<file path="config.mk">
export PLATFORM = sky130hd
export DESIGN_NAME = cpb_norm_cell
export DESIGN_NICKNAME = d
export VERILOG_FILES = /design/src/hdl/cpb_pkg.sv /design/src/hdl/cpb_norm_cell.sv
export SDC_FILE = /design/constraint.sdc
export NUM_CORES = 1
export LEC_CHECK = 0
export ABC_AREA = 1
export BUFFER_PORTS_ARGS = -buffer_cell sky130_fd_sc_hd__buf_2
export CAP_MARGIN = 0
export CORE_MARGIN = 5
export CORE_UTILIZATION = 25
export DETAILED_ROUTE_END_ITERATION = 10
export PLACE_DENSITY = 0.5
export SYNTH_ARGS = -nofsm -noshare
export SYNTH_HDL_FRONTEND = slang
export SYNTH_SLANG_ARGS = --single-unit
</file>
<file path="constraint.sdc">
create_clock -name clock -period 1.9 [get_ports clock]
set_input_delay 0.095 -clock clock [delete_from_list [all_inputs] [get_ports clock]]
set_output_delay 0.095 -clock clock [all_outputs]
set_load 0.01 [all_outputs]
</file>
<file path="src/hdl/cpb_pkg.sv">
// Shared types, widths and constant tables for the cartesian-to-polar bearing core.
`timescale 1ns / 1ps
`default_nettype none

package cpb_pkg;

   localparam int COORD_BITS = 24;
   localparam int ANGLE_BITS = 16;
   localparam int DIST_BITS  = 24;
   localparam int MODE_BITS  = 3;
   localparam int TURN_BITS  = 32;

   localparam int ROTATION_STEPS_DEFAULT = 18;

   // The larger magnitude is normalized into [2^58, 2^59) before rotation.
   localparam int NORM_BITS   = 59;
   localparam int NORM_STAGES = 6;
   localparam int CX_BITS     = 62;

   localparam int ROOT_BITS = COORD_BITS;
   localparam int REM_BITS  = COORD_BITS + 1;
   localparam int RAD_BITS  = 2 * COORD_BITS;

   localparam logic [TURN_BITS-1:0] ANGLE_ROUND =
      TURN_BITS'(1) << (TURN_BITS - 1 - ANGLE_BITS);

   localparam logic [TURN_BITS-1:0] ATAN_TURNS [32] = '{
      32'd536870912, 32'd316933406, 32'd167458907, 32'd85004756,
      32'd42667331,  32'd21354465,  32'd10679838,  32'd5340245,
      32'd2670163,   32'd1335087,   32'd667544,    32'd333772,
      32'd166886,    32'd83443,     32'd41722,     32'd20861,
      32'd10430,     32'd5215,      32'd2608,      32'd1304,
      32'd652,       32'd326,       32'd163,       32'd81,
      32'd41,        32'd20,        32'd10,        32'd5,
      32'd3,         32'd1,         32'd1,         32'd0
   };

   localparam logic [TURN_BITS-1:0] ORIGIN_ANGLE [8] = '{
      32'h0000_0000, 32'h0000_0000, 32'h8000_0000, 32'h8000_0000,
      32'h4000_0000, 32'h4000_0000, 32'hC000_0000, 32'hC000_0000
   };

   typedef struct packed {
      logic signed [COORD_BITS-1:0] x_coord;
      logic signed [COORD_BITS-1:0] y_coord;
   } req_type;

   typedef struct packed {
      logic [DIST_BITS-1:0]  distance;
      logic [ANGLE_BITS-1:0] angle;
   } rsp_type;

   typedef struct packed {
      logic [MODE_BITS-1:0] mode;
      logic                 origin;
      logic                 bzero;
      logic                 neg;
      logic [1:0]           quarter;
   } flag_type;

endpackage

`default_nettype wire

</file>
<file path="src/hdl/cpb_norm_cell.sv">
// One normalizing cell: shifts both magnitudes left by a fixed amount when room allows.
`timescale 1ns / 1ps
`default_nettype none

module cpb_norm_cell
   import cpb_pkg::*;
#(
   parameter int SHIFT = 1
) (
   input  logic                 clock,
   input  logic [NORM_BITS-1:0] up_a,
   input  logic [NORM_BITS-1:0] up_b,
   output logic [NORM_BITS-1:0] dn_a,
   output logic [NORM_BITS-1:0] dn_b
);

   logic                 take;
   logic [NORM_BITS-1:0] a_ff, a_in;
   logic [NORM_BITS-1:0] b_ff, b_in;

   assign take = (up_a[NORM_BITS-1 -: SHIFT] == '0);

   always_comb begin
      a_in = take ? (up_a << SHIFT) : up_a;
      b_in = take ? (up_b << SHIFT) : up_b;
   end

   always_ff @(posedge clock) begin
      a_ff <= a_in;
      b_ff <= b_in;
   end

   assign dn_a = a_ff;
   assign dn_b = b_ff;

endmodule

`default_nettype wire

</file>
==> results.yml <==
setup_path:
  endpoint_kind: "flop"
  crit_chain: "buf_4, clkinv_2, buf_4, nand2_1, nand2_1, dlygate4sd3_1"
  max_stage_delay_ns: 0.59
  worstPathMaxFanout: 79
  crit_type: "in -> reg"
  cp.arrival_ns: 1.85
  cp.required_ns: 2.25
  critPathLaunchType: "input pin"
  cp_slowest_cell: "buf_4"
floorplan:
  die_h_um: 133.7
  rows: 45
  pin_count: 237
  core_um2: 15090
  dieArea_um2: 17870
  start_util_pct: 25.34
  die_x_um: 133.7
power:
  p_int_w: 0.005274
  report.power.total_w: 0.006913
  powerDensity_nw_per_um2: 927.9
  power.share.sequential_pct: 39.5
  power.switching_w: 0.001639
  pwr-share-comb_pct: 15.6
  p_sw_share_pct: 23.71
  ir_drop_v: 0.0005244
  pwr-share-clk_pct: 44.9
  p_leak_nw: 4.041
clocking:
  clkSlewWorstSetupHoldPaths_ns: 0.05
  cts_tree: "done"
  cts_buffers: 17
  cts.sinks: 118
  cts_resized: 0
  root_buffer: "clkbuf_16"
  clock_path_buffers: 2
  cts_max_level: 4
timing:
  rsz0062_at_grt: "false"
  slew_viol_final: 0
  period_needed_ns: 1.503
  hold_viol_final: 0
  worstMarginPinSlew_ns: 0.7987
  timing.final.crit_share_pct: 79.09
  relSlewSlack_pct: 46.75
  tns_ns: 0
  max_freq_mhz: 665.5
  setup-violations-final: 0
yosys:
  yosysWarnings: 0
  syn_nets: 613
  syn_avg_cell_area_um2: 7.740
  yosysTopAreaCellShare_pct: 61.78
  ys_ff_latch: 118
  yosys.cell_count.top_type: "nand2_1"
  synth-seq-area-share_pct: 61.78
  synth_edf_count: 0
  synth_top_area_cell: "dfxtp_1"
  synthesis.instances: 494
  syn_area_um2: 3824
  synthFlopType: "dfxtp_1"
  netlist_top_cells_count: "nand2_1, dfxtp_1, buf_2"
  synth_cell_type_count: 9
  async_reset_ff_share_pct: 0
  synth.top_cells.by_area: "dfxtp_1, nand2_1, buf_2, buf_6, clkbuf_1"
routing:
  wl_per_cell_um: 12.74
  antenna_left: 0
  drc_errors: 0
  drtIter0Drc: 238
  via_per_inst: 4.158
  routed_wl_mm: 14.04
  num_vias: 4582
  first_pass_iters: 4
placed_design:
  gp_congestion: 0.8347
  hpwlAfterDp_mm: 9.074
  io_buffers: 236
layout:
  layout.nets: 1021
  layout-drive-gt1-share_pct: 29.54
  n_fill_cell: 1409
  syn_to_final_growth_pct: 94.83
  diodes: 0
global_routing:
  first_global_vias: 4571
  grt.overflow.total: 0
  groute.usage.overall_pct: 15.40
  grt_max_degree: 80
  grt_first_pass_wirelength_mm: 21.89
  antenna_found_initial: 1
job:
  drv_cap: 0
hold_path:
  min_path_cells: 3
  min_path_type: "in -> reg"
run_status:
  status: "complete, no violations"
## critical path: cells and delay by family
| kind | cells | cell delay, ns |
|---|---|---|
| and+or+nand+nor | 2 | 0.22 |
| buffers and inverters | 4 | 1.45 |
## power groups by stage
stage | Combinational, W | Sequential [W] | Clock (W)
after floorplan | 0.000234 | 0.00288 | 0
after global placement | 0.000742 | 0.00277 | 0
after detailed placement | 0.000748 | 0.00278 | 0
after CTS | 0.00108 | 0.00273 | 0.00320
after global routing | 0.00119 | 0.00275 | 0.00330
final | 0.00108 | 0.00273 | 0.00311
## final timing paths
path              endpoint  slack (ns)     start
setup / recovery  dn_b[58]        0.40  up_a[58]
hold / removal    dn_b[56]        0.13  up_a[58]
## cells by family (layout without fill, tap and decap cells)
group	count (synthesis)	in the layout	share of synthesized area (%)
buffers and inverters	28	448	3.992
DFF	118	118	61.78
and+or+nand+nor	348	348	34.23
## state kept, by name, indices dropped and copies added (netlist names)
| register | count |
|---|---|
| dn_a | 59 |
| dn_b | 59 |
## cells in the final DEF (no fill, tap or decap), drive strengths merged
master / instances
clkinv: 7
clkinvlp: 1
inv: 2
nand2: 347
clkbuf: 22
bufinv: 2
buf: 240
or2: 1
dfxtp: 118
dlygate4sd3: 174
## through the flow
step	hold WS [ns]	instance area (µm²)	setup WS [ns]	cells	util, %
2_1_floorplan	0.1921	3824	1.213	494	-
3_3_place_gp	0.2902	5132	0.5689	897	34.01
3_5_place_dp	0.2942	5132	0.5414	897	34.01
4_1_cts	0.1113	7450	0.4485	1102	49.37
5_1_grt	0.1327	7450	0.2947	1102	49.37
6_report	0.1290	7450	0.3973	1102	49.37
## routing by layer
| metal | up-vias | part of all wire (%) | GRT usage, % |
|---|---|---|---|
| met5 | - | 0.050 | 0 |
| met3 | 36 | 9.1 | 6.609 |
| li1 | 2286 | - | - |
| met2 | 208 | 47 | 25.96 |
| met1 | 2050 | 41 | 16.80 |
| met4 | 2 | 3.0 | 7.029 |
## final cells by class
cell class	instances	area, µm²	share of cell area [%]
Multi-Input combinational cell	348	1309	17.57
Sequential cell	118	2362	31.71
Inverter	3	12.51	0.1680
Clock buffer	22	474.2	6.365
Timing Repair Buffer	414	2955	39.67
Clock inverter	9	101.3	1.360
Tap cell	188	235.2	3.158
## repair_timing
| item | in CTS | in global routing |
|---|---|---|
| hold buffers | 174 | 0 |
| endpoints found under the hold margin | 118 | 0 |
| setup buffers | 0 | 0 |
| setup endpoints to repair | 0 | 0 |
(Power assumes the default switching activity.)
