File: src/hdl/cpb_pkg.sv
// Shared types, widths and constant tables for the cartesian-to-polar bearing core.
`timescale 1ns / 1ps
`default_nettype none

package cpb_pkg;

   localparam int COORD_BITS = 24;
   localparam int ANGLE_BITS = 16;
   localparam int DIST_BITS  = 24;
   localparam int MODE_BITS  = 3;
   localparam int TURN_BITS  = 32;

   localparam int ROTATION_STEPS_DEFAULT = 18;

   // The larger magnitude is normalized into [2^58, 2^59) before rotation.
   localparam int NORM_BITS   = 59;
   localparam int NORM_STAGES = 6;
   localparam int CX_BITS     = 62;

   localparam int ROOT_BITS = COORD_BITS;
   localparam int REM_BITS  = COORD_BITS + 1;
   localparam int RAD_BITS  = 2 * COORD_BITS;

   localparam logic [TURN_BITS-1:0] ANGLE_ROUND =
      TURN_BITS'(1) << (TURN_BITS - 1 - ANGLE_BITS);

   localparam logic [TURN_BITS-1:0] ATAN_TURNS [32] = '{
      32'd536870912, 32'd316933406, 32'd167458907, 32'd85004756,
      32'd42667331,  32'd21354465,  32'd10679838,  32'd5340245,
      32'd2670163,   32'd1335087,   32'd667544,    32'd333772,
      32'd166886,    32'd83443,     32'd41722,     32'd20861,
      32'd10430,     32'd5215,      32'd2608,      32'd1304,
      32'd652,       32'd326,       32'd163,       32'd81,
      32'd41,        32'd20,        32'd10,        32'd5,
      32'd3,         32'd1,         32'd1,         32'd0
   };

   localparam logic [TURN_BITS-1:0] ORIGIN_ANGLE [8] = '{
      32'h0000_0000, 32'h0000_0000, 32'h8000_0000, 32'h8000_0000,
      32'h4000_0000, 32'h4000_0000, 32'hC000_0000, 32'hC000_0000
   };

   typedef struct packed {
      logic signed [COORD_BITS-1:0] x_coord;
      logic signed [COORD_BITS-1:0] y_coord;
   } req_type;

   typedef struct packed {
      logic [DIST_BITS-1:0]  distance;
      logic [ANGLE_BITS-1:0] angle;
   } rsp_type;

   typedef struct packed {
      logic [MODE_BITS-1:0] mode;
      logic                 origin;
      logic                 bzero;
      logic                 neg;
      logic [1:0]           quarter;
   } flag_type;

endpackage

`default_nettype wire

File: src/hdl/cpb_sqrt_cell.sv
// One square-root cell: resolves one bit of the root from the next radicand bit pair.
`timescale 1ns / 1ps
`default_nettype none

module cpb_sqrt_cell
   import cpb_pkg::*;
(
   input  logic                 clock,
   input  logic [RAD_BITS-1:0]  up_rad,
   input  logic [REM_BITS-1:0]  up_rem,
   input  logic [ROOT_BITS-1:0] up_root,
   output logic [RAD_BITS-1:0]  dn_rad,
   output logic [REM_BITS-1:0]  dn_rem,
   output logic [ROOT_BITS-1:0] dn_root
);

   logic [REM_BITS+1:0]  cur, trial, diff;
   logic                 ge;
   logic [RAD_BITS-1:0]  rad_ff, rad_in;
   logic [REM_BITS-1:0]  rem_ff, rem_in;
   logic [ROOT_BITS-1:0] root_ff, root_in;

   assign cur   = {up_rem, up_rad[RAD_BITS-1 -: 2]};
   assign trial = {1'b0, up_root, 2'b01};
   assign diff  = cur - trial;
   assign ge    = (cur >= trial);

   // The remainder never exceeds twice the partial root, so it fits its register.
   always_comb begin
      rad_in  = up_rad << 2;
      rem_in  = ge ? diff[REM_BITS-1:0] : cur[REM_BITS-1:0];
      root_in = {up_root[ROOT_BITS-2:0], ge};
   end

   always_ff @(posedge clock) begin
      rad_ff  <= rad_in;
      rem_ff  <= rem_in;
      root_ff <= root_in;
   end

   assign dn_rad  = rad_ff;
   assign dn_rem  = rem_ff;
   assign dn_root = root_ff;

endmodule

`default_nettype wire

File: config.mk
export PLATFORM = sky130hd
export DESIGN_NAME = cpb_sqrt_cell
export DESIGN_NICKNAME = d
export VERILOG_FILES = /design/src/hdl/cpb_pkg.sv /design/src/hdl/cpb_sqrt_cell.sv
export SDC_FILE = /design/constraint.sdc
export NUM_CORES = 1
export LEC_CHECK = 0
export BUFFER_PORTS_ARGS = -buffer_cell sky130_fd_sc_hd__clkbuf_2
export CAP_MARGIN = 20
export CORE_UTILIZATION = 45
export CTS_BUF_LIST = sky130_fd_sc_hd__clkbuf_16
export CTS_CLUSTER_SIZE = 25
export DETAILED_ROUTE_END_ITERATION = 10
export PLACE_DENSITY = 0.79
export REMOVE_ABC_BUFFERS = 1
export SLEW_MARGIN = 20
export SYNTH_ARGS = -nofsm -noshare
export SYNTH_HDL_FRONTEND = slang
export SYNTH_SLANG_ARGS = --single-unit
File: constraint.sdc
create_clock -name clock -period 6.4 [get_ports clock]
set_clock_uncertainty 0.15 [all_clocks]
set_input_delay 0.96 -clock clock [delete_from_list [all_inputs] [get_ports clock]]
set_output_delay 0.96 -clock clock [all_outputs]
set_load 0.02 [all_outputs]
==> summary.md <==
| Metric | Value |
|---|---|
| Clock share of power | 33.1% |
| Cell Int Power | 1.08 mW |
| Count of input and output buffers | 192 |
| DP HPWL | 7.50 mm |
| 1st-iter DRT viols | 125 |
| Synthesized area per cell | 10.6 um2 |
| Max-slew violations | 0 |
| Status | complete, no violations |
| Synthesized instance count | 363 |
| Height of the die | 94.5 um |
| Total track usage | 20.7% |
| FF+latch count, synth | 95 |
| CTS tree | built |
| Share of flip-flops with an asynchronous set or reset | 0% |
| Worst Path Required | 6.47 ns |
| Rel. slew slack | 50.4% |
| Critical path peak fanout | 14 |
| GPL Wtd Cong | 0.865 |
| Multi-input logic area | 1710 um2 |
| Die span in x | 94.5 um |
| I/O pins | 195 |
| Grt met1 use | 22.3% |
| Max VDD drop | 0.000144 V |
| RSZ-0062 raised after global routing | no |
| Ranking of synthesized cells by area | dfxtp_1 (49%), ha_1 (8.4%), mux2_4 (5.8%) |
| Final setup viols | 0 |
| TritonCTS Sinks | 95 |
| Global route total overflow | 0 |
| Leak pwr | 2.67 nW |
| Gr busiest metal | met2 |
| Die area | 8930 um2 |
| CTS HTree Levels | 3 |
| # fillers | 735 |
| Hold Vio Cnt, Final | 0 |
| Hold Slack | 0.571 ns |
| Fin crit period | 3.65 ns |
| PwrDens | 301 nW/um2 |
| M3 GR Usage | 6.20% |
| Yosys top cell area share | 49.4% |
| WP data arrival | 3.72 ns |
| CP Class | in2reg |
| Top cells by count, synth | dfxtp_1 (95), inv_1 (40), a21oi_1 (26), ha_1 (26), mux2_4 (15) |
| Initial antenna violation count | 0 |
| Setup Buffers After CTS | 0 |
| DRT Wirelength | 9.24 mm |
| Final net count | 677 |
| Net Sw Frac | 30.4% |
| Vias | 3292 |
| Diode count | 0 |
| First drt pass iteration count | 4 |
| Hold Crit Class | in2reg |
| Flop pwr share | 42.8% |
| Yosys cell types | 56 |
| First-pass GRT wire length | 14.2 mm |
| Antenna viol nets, final | 0 |
| DR WL/cell | 13.9 um |
| Final Util | 62.3% |
| Met2 Usage GRT | 38.7% |
| Core ar. | 8260 um2 |
| Largest net degree at the start of global routing | 19 |
| Hold-fix buffers, CTS | 0 |
| TNS Setup | 0 ns |
| Vias per cell | 4.97 |
| Number of enable flip-flop cells after synthesis | 0 |
| Seq/Total Area, Yosys | 49.4% |
| Initial Util | 46.7% |
| Primary FF master, synth | dfxtp_1 |
| Share of cells above drive strength 1 | 42.1% |
| Vias in the first global route | 2982 |
| FMAX | 274 MHz |
| CTS root buf | clkbuf_16 |
| Final period utilization | 57.0% |
| Most common cell in the synthesized netlist | dfxtp_1 |
| Yosys synthesis warning count | 0 |
| Max Cap Violations | 0 |
| Clock buffer count from CTS | 9 |
| Reg area | 1900 um2 |
| Clock-pin transition on the worst setup and hold timing paths | 0.07 ns |
| Startpoint Class | input port |
| Mapped cell area | 3850 um2 |
| Synth area leader | dfxtp_1 |
| Post-CTS sizing | 0 |
| Psw | 0.470 mW |
| Cell Rows | 33 |
| Crit. End Element | flop |
| Maximum clock insertion buffer count | 2 |
| Comb pwr share | 24.0% |
| Area grow syn2layout | 33.6% |
| Worst-margin pin slew | 0.744 ns |
| Drc violations | 0 |
==> area by class of cell <==
cell class                      count  area share, %
Inverter                           40           2.92
Timing Repair Buffer              193           18.8
Sequential cell                    95           37.0
Clock inverter                      7           1.19
Multi-Input combinational cell    214           33.2
Tap cell                          105           2.55
Clock buffer                        9           4.38
==> cell families (layout without fill, tap and decap cells) <==
| group | after synthesis | after routing | synth area share (%) |
|---|---|---|---|
| DFF | 95 | 95 | 49.4 |
| AOI/OAI and AO/OA | 92 | 92 | 16.6 |
| buffers and inverters | 55 | 249 | 6.40 |
| and+or+nand+nor | 53 | 53 | 6.89 |
| adders and majority gates | 26 | 26 | 8.44 |
| muxes | 23 | 23 | 8.09 |
| xor gates and xnor gates | 18 | 18 | 4.09 |
| other | 1 | 2 | 0.0973 |
==> per-stage QoR <==
stage / cell area (um2) / instances / setup slack [ns] / total power, mW
after global placement: 4860 / 647 / 2.49 / 1.04
after floorplan: 3760 / 349 / 2.78 / 0.924
after global routing: 5150 / 663 / 2.52 / 1.63
after detailed placement: 4860 / 647 / 2.38 / 1.05
final: 5150 / 663 / 2.75 / 1.55
after CTS: 5150 / 663 / 2.71 / 1.57
==> registers in the layout, summed over array words and instances (netlist names) <==
signal and count:
dn_rem 25, dn_rad 46, dn_root 24
==> cells in the final DEF (no fill, tap or decap), types with 4 or more instances in the layout <==
cell,instances
nand2_1,12
o211ai_1,7
o21bai_1,4
ha_1,26
mux2_1,5
nand4_1,7
nor2_1,13
xor2_1,5
clkbuf_2,192
o21a_1,8
a21oi_2,4
inv_1,40
xnor2_1,13
a21oi_1,26
mux2_4,15
nand3_1,4
o21ai_0,9
a21o_1,4
a211oi_1,4
clkbuf_16,9
dfxtp_1,95
==> critical path: stages <==
cell	delay (ns)
clkbuf_2	0.09
inv_1	0.04
ha_1	0.41
nand4_1	0.24
nor4_1	0.27
a21oi_1	0.11
o21ai_1	0.25
a31o_1	0.64
buf_4	0.38
mux2_4	0.32
==> layer usage <==
layer,vias up,share of wire [%]
met3,9,7.3
met1,1503,39
met4,0,1.2
met5,-,0
met2,137,53
li1,1643,-
==> path summary, 6_finish.rpt <==
| check | start | to | slack [ns] | cells past startpoint |
|---|---|---|---|---|
| worst min-delay path | up_rad[7] | dn_rad[9] | 0.57 | 1 |
| worst max-delay path | up_root[7] | dn_rem[19] | 2.75 | 10 |
==> power groups by stage <==
stage / Sequential, mW / Clock, mW / Combinational, mW
2_1_floorplan: 0.750 / 0 / 0.174
3_3_place_gp: 0.676 / 0 / 0.368
3_5_place_dp: 0.677 / 0 / 0.372
4_1_cts: 0.664 / 0.529 / 0.374
5_1_grt: 0.669 / 0.559 / 0.405
6_report: 0.663 / 0.513 / 0.372
(Power assumes the default switching activity.)
